[src/rtl/core/bft_pkg.sv]
`default_nettype none
package bft_pkg;

  localparam int FLOW_ENTRIES = 1024;
  localparam int IDX_W = (FLOW_ENTRIES > 1) ? $clog2(FLOW_ENTRIES) : 1;
  localparam int CNT_W = $clog2(FLOW_ENTRIES + 1);

  localparam int FLOW_INDEX_W = 10;
  localparam int ACTIVE_W = 11;
  localparam int PKT_W = 32;
  localparam int BYTE_W = 48;
  localparam int LEN_W = 16;

  localparam logic [7:0] PROTO_TCP = 8'd6;
  localparam logic [7:0] PROTO_UDP = 8'd17;

  localparam logic [31:0] HASH_SEED = 32'd17;
  localparam int HSTEP_W = 3;
  localparam logic [HSTEP_W-1:0] HF_SRC_ADDR = 3'd0;
  localparam logic [HSTEP_W-1:0] HF_DST_ADDR = 3'd1;
  localparam logic [HSTEP_W-1:0] HF_SRC_PORT = 3'd2;
  localparam logic [HSTEP_W-1:0] HF_DST_PORT = 3'd3;
  localparam logic [HSTEP_W-1:0] HF_PROTO = 3'd4;

  typedef enum logic [1:0] {
    ST_FWD_HIT  = 2'd0,
    ST_REV_HIT  = 2'd1,
    ST_INSERTED = 2'd2,
    ST_FULL     = 2'd3
  } status_t;

  typedef struct packed {
    logic [31:0]      source_address;
    logic [31:0]      dest_address;
    logic [15:0]      source_port;
    logic [15:0]      dest_port;
    logic [7:0]       protocol;
    logic [LEN_W-1:0] packet_length;
  } in_t;

  typedef struct packed {
    status_t                 status;
    logic [FLOW_INDEX_W-1:0] flow_index;
    logic [31:0]             flow_hash;
    logic [ACTIVE_W-1:0]     active_flows;
    logic [PKT_W-1:0]        fwd_packets;
    logic [BYTE_W-1:0]       fwd_bytes;
    logic [PKT_W-1:0]        rev_packets;
    logic [BYTE_W-1:0]       rev_bytes;
  } out_t;

  typedef struct packed {
    logic [31:0] src_addr;
    logic [31:0] dst_addr;
    logic [31:0] ports;
    logic [7:0]  proto;
  } key_t;

  typedef struct packed {
    logic [PKT_W-1:0]  fwd_pkts;
    logic [BYTE_W-1:0] fwd_bytes;
    logic [PKT_W-1:0]  rev_pkts;
    logic [BYTE_W-1:0] rev_bytes;
  } ctr_t;

  typedef enum logic [2:0] {
    S_IDLE,
    S_SCAN,
    S_UPDATE,
    S_INSERT,
    S_FULL,
    S_HASH,
    S_DONE
  } state_t;

  typedef struct packed {
    logic load;
    logic scan;
    logic update;
    logic insert;
    logic full;
    logic hash_step;
    logic emit;
  } cmd_t;

  typedef struct packed {
    logic hit;
    logic scan_done;
    logic table_full;
    logic hash_done;
    logic out_free;
  } sts_t;

endpackage
`default_nettype wire

[src/rtl/core/bft_ctrl.sv]
`default_nettype none
module bft_ctrl (
  input  wire logic          clk,
  input  wire logic          rst_n,
  input  wire logic          in_valid,
  output logic               in_ready,
  input  wire bft_pkg::sts_t sts,
  output bft_pkg::cmd_t      cmd
);

  bft_pkg::state_t state_r, state_nxt;

  always_ff @(posedge clk) begin
    if (!rst_n) begin
      state_r <= bft_pkg::S_IDLE;
    end else begin
      state_r <= state_nxt;
    end
  end

  always_comb begin
    state_nxt = state_r;
    cmd = '0;
    in_ready = 1'b0;
    case (state_r)
      bft_pkg::S_IDLE: begin
        in_ready = 1'b1;
        if (in_valid) begin
          cmd.load = 1'b1;
          state_nxt = bft_pkg::S_SCAN;
        end
      end
      bft_pkg::S_SCAN: begin
        cmd.scan = 1'b1;
        if (sts.hit) begin
          state_nxt = bft_pkg::S_UPDATE;
        end else if (sts.scan_done) begin
          state_nxt = sts.table_full ? bft_pkg::S_FULL : bft_pkg::S_INSERT;
        end
      end
      bft_pkg::S_UPDATE: begin
        cmd.update = 1'b1;
        state_nxt = bft_pkg::S_HASH;
      end
      bft_pkg::S_INSERT: begin
        cmd.insert = 1'b1;
        state_nxt = bft_pkg::S_HASH;
      end
      bft_pkg::S_FULL: begin
        cmd.full = 1'b1;
        state_nxt = bft_pkg::S_HASH;
      end
      bft_pkg::S_HASH: begin
        cmd.hash_step = 1'b1;
        if (sts.hash_done) begin
          state_nxt = bft_pkg::S_DONE;
        end
      end
      bft_pkg::S_DONE: begin
        if (sts.out_free) begin
          cmd.emit = 1'b1;
          state_nxt = bft_pkg::S_IDLE;
        end
      end
      default: begin
        state_nxt = bft_pkg::S_IDLE;
      end
    endcase
  end

endmodule
`default_nettype wire

[config.mk]
export PLATFORM = sky130hd
export DESIGN_NAME = bft_ctrl
export DESIGN_NICKNAME = d
export VERILOG_FILES = /design/src/rtl/core/bft_pkg.sv /design/src/rtl/core/bft_ctrl.sv
export SDC_FILE = /design/constraint.sdc
export NUM_CORES = 1
export LEC_CHECK = 0
export BUFFER_PORTS_ARGS = -buffer_cell sky130_fd_sc_hd__buf_2
export CAP_MARGIN = 10
export CORE_AREA = 2 2 39 41
export DETAILED_ROUTE_END_ITERATION = 10
export DIE_AREA = 0 0 41 43
export GPL_ROUTABILITY_DRIVEN = 0
export HOLD_SLACK_MARGIN = 0.15
export PLACE_DENSITY = 0.55
export SYNTH_ARGS = -nofsm -noshare
export SYNTH_HDL_FRONTEND = slang
export SYNTH_SLANG_ARGS = --single-unit
[constraint.sdc]
create_clock -name clk -period 1.3 [get_ports clk]
set_input_delay 0.065 -clock clk [delete_from_list [all_inputs] [get_ports clk]]
set_output_delay 0.065 -clock clk [all_outputs]
set_load 0.01 [all_outputs]
# --- Word-level counts from Yosys, hierarchy flattened ---
# Index checks and enable logic that the tools add are counted.
word_totals:
  reg_bits: 3
  input_bits: 8
  wordCells: 31
op_classes:
  eq_ne: 10
  muxes: 17
  n_reduce_logical: 3
op_table:
  columns: ["operator", "n"]
  rows:
  - ["two-way mux 3 bit", 6]
  - ["case mux 3 bit (5 select lines)", 1]
  - ["two-way mux 1 bit", 10]
  - ["equality test 3 bit (second input constant)", 3]
  - ["equality test 3 x 2 -> 1 bit (second input constant)", 2]
  - ["inequality test 2 bit (second input constant)", 3]
  - ["AND reduction 4 bit", 1]
  - ["equality test 3 x 1 -> 1 bit (second input constant)", 1]
  - ["zero test 3 bit", 1]
  - ["inequality test 3 bit (second input constant)", 1]
  - ["OR reduction 3 bit", 1]

# --- Depth between registers and ports, before layout ---
# Gate-level depths: netlist (run 1).
logic_depth:
  ltp_word: 4
  mapped_depth: 5

# --- Worst setup path before layout (run 1) ---
# Ideal clock, no wire load.
synth_timing:
  kind: "register to register"
  start: "register state_r[2]"
  end: "register state_r[2]"
  setup_ns: 0.119
  arrival_time_ns: 1.236
  slack_ns: -0.054
  path_stages_with_launch: 6
  path_cell_list: "dfxtp_1 buf_6 or3_4 a21oi_2 nor3_1 o221a_1"
synth_via:
  elab_chain_cells: 3
  word_cells_on_any_way: 14
synth_lines:
  columns: ["element", "line_no", "rtl"]
  rows:
  - ["start: declaration", "bft_ctrl.sv:11", "bft_pkg::state_t state_r, state_nxt;"]
  - ["start signal: assignment", "bft_ctrl.sv:15", "state_r <= bft_pkg::S_IDLE;"]
  - ["start signal: assignment", "bft_ctrl.sv:17", "state_r <= state_nxt;"]
  - ["equality test 3 bit (tied with other cells)", "bft_ctrl.sv:25", "case (state_r)"]
  - ["OR reduction 3 bit (no source line) (tied with other cells)", null, null]
  - ["case mux 3 bit (5 select lines) or AND reduction 4 bit (tied branches)", null, null]
# Several ways; a longest one is shown, not always the timed one.
# A chain may end at the register's enable or synchronous reset.

# --- Final worst setup path (run 1) ---
# Same ends and word-level chain as after synthesis.

==> results of run 1 <==
==> power by group <==
part | internal (mW) | switching, mW
sequential | 0.108 | 0.0229
clock | 0.115 | 0.0525
combinational | 0.155 | 0.114
total | 0.378 | 0.189
==> final cells by class <==
type | count | area, um2 | share of cell area [%]
multi-input combinational | 27 | 219 | 41.7
timing repair buffer | 28 | 183 | 34.8
sequential | 3 | 66.3 | 12.6
clock buffer | 4 | 26.3 | 5.00
tap | 16 | 20.0 | 3.81
inverter | 3 | 11.3 | 2.14
==> routing by layer <==
layer | GRT usage, % | up-vias | wire (um)
li1 | - | 183 | -
met1 | 14.1 | 145 | 366
met2 | 16.3 | 12 | 371
met3 | 0 | 2 | 45
met4 | 6.00 | 0 | 19
met5 | 0 | - | 0
==> worst min path at each step <==
stage             start  slack [ps]          to
2_1_floorplan     rst_n         200  state_r[0]
3_3_place_gp      rst_n         330  state_r[0]
3_5_place_dp      rst_n         330  state_r[0]
4_1_cts        in_valid         270  state_r[1]
5_1_grt        in_valid         310  state_r[1]
6_report       in_valid         260  state_r[1]
==> through the flow <==
| step | std cells | total power [mW] | worst slack, ps | instance area [um2] | TNS (ps) |
|---|---|---|---|---|---|
| after floorplan | 36 | 0.243 | 1.97 | 273 | 0 |
| after global placement | 75 | 0.341 | -76.4 | 423 | -133 |
| after detailed placement | 75 | 0.344 | -153 | 423 | -338 |
| after CTS | 81 | 0.554 | -1.44 | 504 | -2.52 |
| after global routing | 81 | 0.606 | -82.2 | 526 | -150 |
| final | 81 | 0.567 | -12.7 | 526 | -12.7 |
==> cell usage after synthesis <==
master	n	area, um2
and2_1	1	6.26
a21boi_1	1	7.51
dfxtp_1	3	60.1
o22ai_1	1	6.26
nor3b_1	2	15.0
a31oi_1	1	6.26
nand2b_2	1	8.76
nor3_1	3	15.0
a21oi_1	1	5.00
inv_1	3	11.3
o221a_1	1	11.3
a21oi_2	1	8.76
and3_1	2	12.5
or4_1	1	7.51
nand3b_1	1	7.51
nand2_1	2	7.51
or3_4	1	11.3
or3_1	1	6.26
o211a_1	1	10.0
nor2_1	4	15.0
buf_2	1	5.00
nand2b_1	1	6.26
buf_6	2	22.5
==> cells by family after synthesis <==
| family | Yosys count | synth area share [%] |
|---|---|---|
| simple gates | 20 | 43.6 |
| compound gates | 7 | 20.2 |
| buf+inv | 6 | 14.2 |
| flops | 3 | 22.0 |
==> worst max-delay path, cell delays in order, from the launching register on <==
cell and delay (ps):
dfxtp_4 360, or3_4 330, a21oi_2 140, buf_4 130, nor3_2 30, o221a_1 200
==> timing repair <==
| action | in CTS | in global routing |
|---|---|---|
| cloned | 0 | 0 |
| setup endpoints to repair | 5 | 4 |
| setup buffers | 1 | 0 |
| hold buffers | 1 | 0 |
| pin swaps | 5 | 3 |
| gates resized for setup | 10 | 5 |
| hold endpoints to repair | 3 | 0 |
==> results by stage, run 1 <==
Cells and area:
- Of the cells placed in the final design, the portion with a size suffix greater than 1 is 64.6%.
- The number of nets in the final layout is 74.
- The register with the most flip-flops in the layout has 3 of them.
- Cells fill 38.0% of the core in the end.
- The count of antenna diodes in the layout is 0.
- The library cells used most frequently in the layout, excluding fill and tap cells, are buf_2, buf_4, nor2_1, inv_1, clkbuf_4.
- The register with the most flip-flops in the final layout is state_r.
- The filler cell count in the final layout is 157.
- The library cell used most frequently in the layout, excluding fill and tap cells, is buf_2.
- In the final layout, the registers with the most flip-flops are state_r x3.
- Compared with the post-synthesis result, the final layout area differs by 92.7%.

Setup path:
- At the worst endpoint, the required time is 1420 ps.
- The worst register-to-register path begins at state_r[2].
- The most critical setup path has its endpoint at state_r[2].
- In this run the critical register-to-register path is captured at state_r[2].
- The number of cells on the worst reg-to-reg path is 5.
- The launching element of the worst setup path is state_r[2].
- The worst register-to-register path has a setup slack of -10 ps.
- The worst setup path category is reg2reg.
- Along the worst path, the maximum fanout reaches 8.
- The kind of end point of the critical path is a register.
- The startpoint kind of the worst setup timing path is a register.
- The data arrival time at the worst-slack endpoint is 1440 ps.

Status:
- The flow ran to the end, but the final reports show violations.
- The final reports fail on setup timing.

Synthesis:
- The number of warning messages in the yosys log is 0.
- The netlist area before placement is 273 um2.
- The flip-flop and latch count after synthesis is 3.
- Dividing the synthesized area by the synthesized cell count gives 7.58 um2.
- The sequential fraction of the synthesis area is 22.0%.
- After technology mapping, the gate count stands at 36.
- The net count after synthesis is 44.
- The netlist uses 23 different library cells.

Clock tree:
- TritonCTS built the clock tree.
- The clock passes through at most 2 buffers.
- The clock-pin transition on the worst setup and hold timing paths is 40 ps.
- Counting the buffers created by CTS gives 3.
- For the worst-skew pair, the clock arrives at the later sink with an insertion delay of 240 ps.
- The root buffer cell is clkbuf_4.
- The clock sink count is 3.
- CTS built an H-tree with a depth of 1.

Timing:
- The worst path uses 101% of the clock period.
- Timing would allow up to 762 MHz.
- The slack of the critical path is -12.7 ps.
- The worst slack on hold paths is 263 ps.
- The number of max-slew violations in the final report is 0.
- The setup-violating endpoint count in the final report is 1.
- Headroom to the max-slew limit came out at 88.0%.
- Setup repair after global routing could not meet its margin everywhere.
- At the pin with the least slew margin, the transition time is 180 ps.
- Between clock sinks in the finished design, the worst skew comes to 5.37 ps.
- The number of hold violations in the final report was 0.
- Counting I/O delays and the setup requirement, the final critical path takes 1310 ps.

Run:
- The reported max-cap violation count is 0.

Routing:
- The detailed router placed 342 vias in this run.
- After detailed routing, the total wire length is 801 um.
- Before antenna repair, the detailed router went through 4 iterations.
- The via density per instance is 4.22.
- The average detailed-routed wire length per instance is 9.89 um.
- Once detail routing completed, the nets flagged for antenna violations numbered 0.
- The first-iteration detailed-routing DRC count is 4.
- The DRC violation count after routing is 0.

Placed design:
- The count of input and output buffers is 15.
- The HPWL after detailed placement is 624 um.

GRT:
- Entering global routing, the biggest net connects 9 pins.
- The number of global-route vias before repair was 307.
- The remaining global-route overflow is 0.
- The all-layer global routing usage is 10.5%.
- The initial antenna violation count was 0.
- The first global-routing pass estimated 1.28 mm of wire.

Hold path:
- The tightest min-delay check is of the in2reg type.
- The number of stages on the worst hold path is 5.

Floorplanning:
- For this design the top-level I/O count stands at 16.
- The total die area is 1760 um2.
- The row count is 14.
- For this configuration, the core starts out at a cell density of 19.7%.
- The die is 41 um wide.
- The area of the core is 1380 um2.
- The die outline height is 43 um.

Pwr:
- For this design the ratio of total power to cell area is 1080 nW/um2.
- The leakage dissipation is 0.256 nW.
- The worst-case IR drop observed on VDD is 0.404 mV.
No activity file was read; power rests on OpenSTA's default activity.
==> run 2: changes to the inputs <==
--- a/config.mk
+++ b/config.mk
@@ -7,9 +7,9 @@
 export LEC_CHECK = 0
 export BUFFER_PORTS_ARGS = -buffer_cell sky130_fd_sc_hd__buf_2
 export CAP_MARGIN = 10
-export CORE_AREA = 2 2 39 41
+export CORE_AREA = 3 3 40 42
 export DETAILED_ROUTE_END_ITERATION = 10
-export DIE_AREA = 0 0 41 43
+export DIE_AREA = 0 0 43 45
 export GPL_ROUTABILITY_DRIVEN = 0
 export HOLD_SLACK_MARGIN = 0.15
 export PLACE_DENSITY = 0.55
==> constraint.sdc (replaced) <==
create_clock -name clk -period 1.1 [get_ports clk]
set_input_delay 0.055 -clock clk [delete_from_list [all_inputs] [get_ports clk]]
set_output_delay 0.055 -clock clk [all_outputs]
set_load 0.01 [all_outputs]
==> run 2 against run 1 <==
The flow still finishes with violations (setup timing). Via count rose by 4.1%. Clock power rose by 14%. Power rose by 20%.
==> results by stage, run 2 (same netlist as run 1, synthesis figures left out) <==
Clock tree:
- Clock-pin slew was measured on the worst setup and hold paths at 30 ps.
- In this run the clock root is driven by a clkbuf_4.
- The number of buffers on the longest clock path is 2.
- The TritonCTS buffer count is 3.
- TritonCTS built the clock tree.
- The clock drives 3 sinks.
- The clock network latency to the later pin of the worst-skew pair is 230 ps.
- The number of H-tree levels is 1.

Placed design:
- The total cell area at the placement stage is 412 um2.
- The number of placed instances, taps included, is 72.
- After legalization and detailed placement, the total HPWL measured 623 um.
- OpenSTA, run right after detailed placement, puts the worst setup slack at -255 ps.
- Buffers placed on the I/O ports in this run total 15.

Setup path:
- The startpoint kind of the worst setup timing path is a register.
- The worst setup path is captured at a register.
- The required time at the endpoint of the critical path is 1210 ps.
- The critical path in this run is classified as reg2reg.
- The data arrival time at the worst-slack endpoint is 1400 ps.
- The highest fanout seen on the critical path is 7.
- The longest individual stage delay on the worst path is 380 ps.
- Traced cell by cell, the critical path runs through or3_4, a21oi_4, nor3_1, o221a_1.
- The library cell contributing the largest single delay on the critical path is or3_4.

Timing:
- The final clock period utilization by the worst path is 117%.
- At the pin with the least slew margin, the transition time is 183 ps.
- The final critical delay including setup and external delays is 1290 ps.
- The setup-violating endpoint count in the final report is 9.
- The number of max-slew violations in the final report came to 0.
- On the final layout, the worst hold slack is 246 ps.
- The worst max-slew margin expressed relative to the limit is 87.7%.
- The slack of the critical path is -187 ps.
- Setup repair after global routing could not meet its margin everywhere.
- Static timing analysis puts the maximum clock frequency at 777 MHz.
- The worst-case clock skew is 1.65 ps.
- The number of hold violations in the final report is 0.

Status:
- The checks that failed: setup timing.
- The run finished, with violations left.

Floorplanning:
- In this run the count of I/O pins placed on the die edge is 16.
- The starting density of the core is 21.2%.
- The row count is 13.
- In this run the standard cell core region covers 1280 um2.
- The die outline height is 45 um.
- The die covers 1940 um2.
- The horizontal die dimension is 43 um.

Cells and area:
- The filler cell count in the final layout is 138.
- At the end of the flow, the number of nets in the layout was 72.
- The register with the most flip-flops in the layout has 3 of them.
- The register ranked first by flip-flop count is state_r.
- The post-synthesis to final-layout area growth is 95.9%.
- The finished layout cell area is 534 um2.
- In the final layout, the share of cells above drive strength 1 is 63.5%.
- The top cell types in the final layout, fill and taps aside, are buf_2, buf_4, inv_1, clkbuf_4, buf_6.
- The largest registers in the layout are state_r x3.
- 0 antenna diodes ended up in the layout.
- The most common cell after layout, fill and taps aside is buf_2.
- The non-filler instance count after layout is 78.

Routing:
- The DRC violation count after routing is 0.
- The number of detailed-route iterations in the first pass is 4.
- The vias after detailed routing is 356.
- The aggregate routed wire length is 792 um.
- After detailed routing, the number of vias per cell comes to 4.56.
- After the first detailed-routing iteration, the DRC count stood at 12.
- The average detailed-routed wire length per instance is 10.2 um.
- Once detail routing completed, the nets flagged for antenna violations numbered 0.

GRT:
- The pin count of the biggest net entering global routing is 8.
- The number of global-route vias before repair is 323.
- Global routing used 8.23% of the available tracks.
- The initial antenna violation count came to 0.
- For this run the aggregate overflow at the end of global routing stands at 0.
- The first global-routing pass estimated 1.21 mm of wire.

Pwr:
- The leakage dissipation is 0.247 nW.
- The power per standard cell area is 1270 nW/um2.
- VDD sags by at most 0.431 mV.

Hold path:
- The worst hold path class is in2reg.

Run:
- Max-cap violations in this run came to 0.
run 2: through the flow:
step                      power, mW  util [%]  TNS [ps]
after global routing          0.724      41.6     -1420
after floorplan               0.291         -      -336
after detailed placement      0.402      32.0      -600
after CTS                     0.630      36.8     -1250
final                         0.680      41.6      -834
after global placement        0.399      32.0      -462
run 2: layer usage:
layer	vias to the layer above	share of wire (%)	GRT usage [%]	wire length (um)
met5	-	0	0	0
met4	0	0	3.61	0
met3	0	3.5	1.20	28
met2	10	55	15.3	432
met1	165	42	9.35	331
li1	181	-	-	-
run 2: layout make-up:
| cell class | count | area (um2) | share of cell area (%) |
|---|---|---|---|
| multi-input cells | 27 | 235 | 44.0 |
| flip-flops and latches | 3 | 68.8 | 12.9 |
| well taps | 15 | 18.8 | 3.51 |
| repair buffers | 26 | 174 | 32.6 |
| clock buffers | 4 | 26.3 | 4.92 |
| inverters | 3 | 11.3 | 2.11 |
run 2: path summary, 6_finish.rpt:
path	depth (start not counted)	end	start	slack, ps
hold reg to reg	3	state_r[1]	state_r[1]	640
setup / recovery	4	state_r[2]	state_r[2]	-190
hold / removal	4	state_r[1]	sts[2]	250
setup reg to reg	4	state_r[2]	state_r[2]	-190
run 2: power by group:
part	leakage, nW	switching [mW]	internal, mW
Clock	0.0150	0.0559	0.136
Sequential	0.0264	0.0280	0.129
Combinational	0.206	0.148	0.183
run 2: worst max-delay path, delay by kind of cell, from the launching register on:
kind | cells | cell delay (ps)
AOI/OAI and AO/OA | 2 | 370
DFF | 1 | 340
and+or+nand+nor | 2 | 460
run 2: what timing repair did:
| item | in CTS | in global routing |
|---|---|---|
| hold endpoints to repair | 3 | 0 |
| resized for setup | 4 | 14 |
| buffers inserted | 1 | 0 |
| endpoints found under the setup margin | 11 | 11 |
| pin swaps | 2 | 3 |
| hold buffers | 1 | 0 |
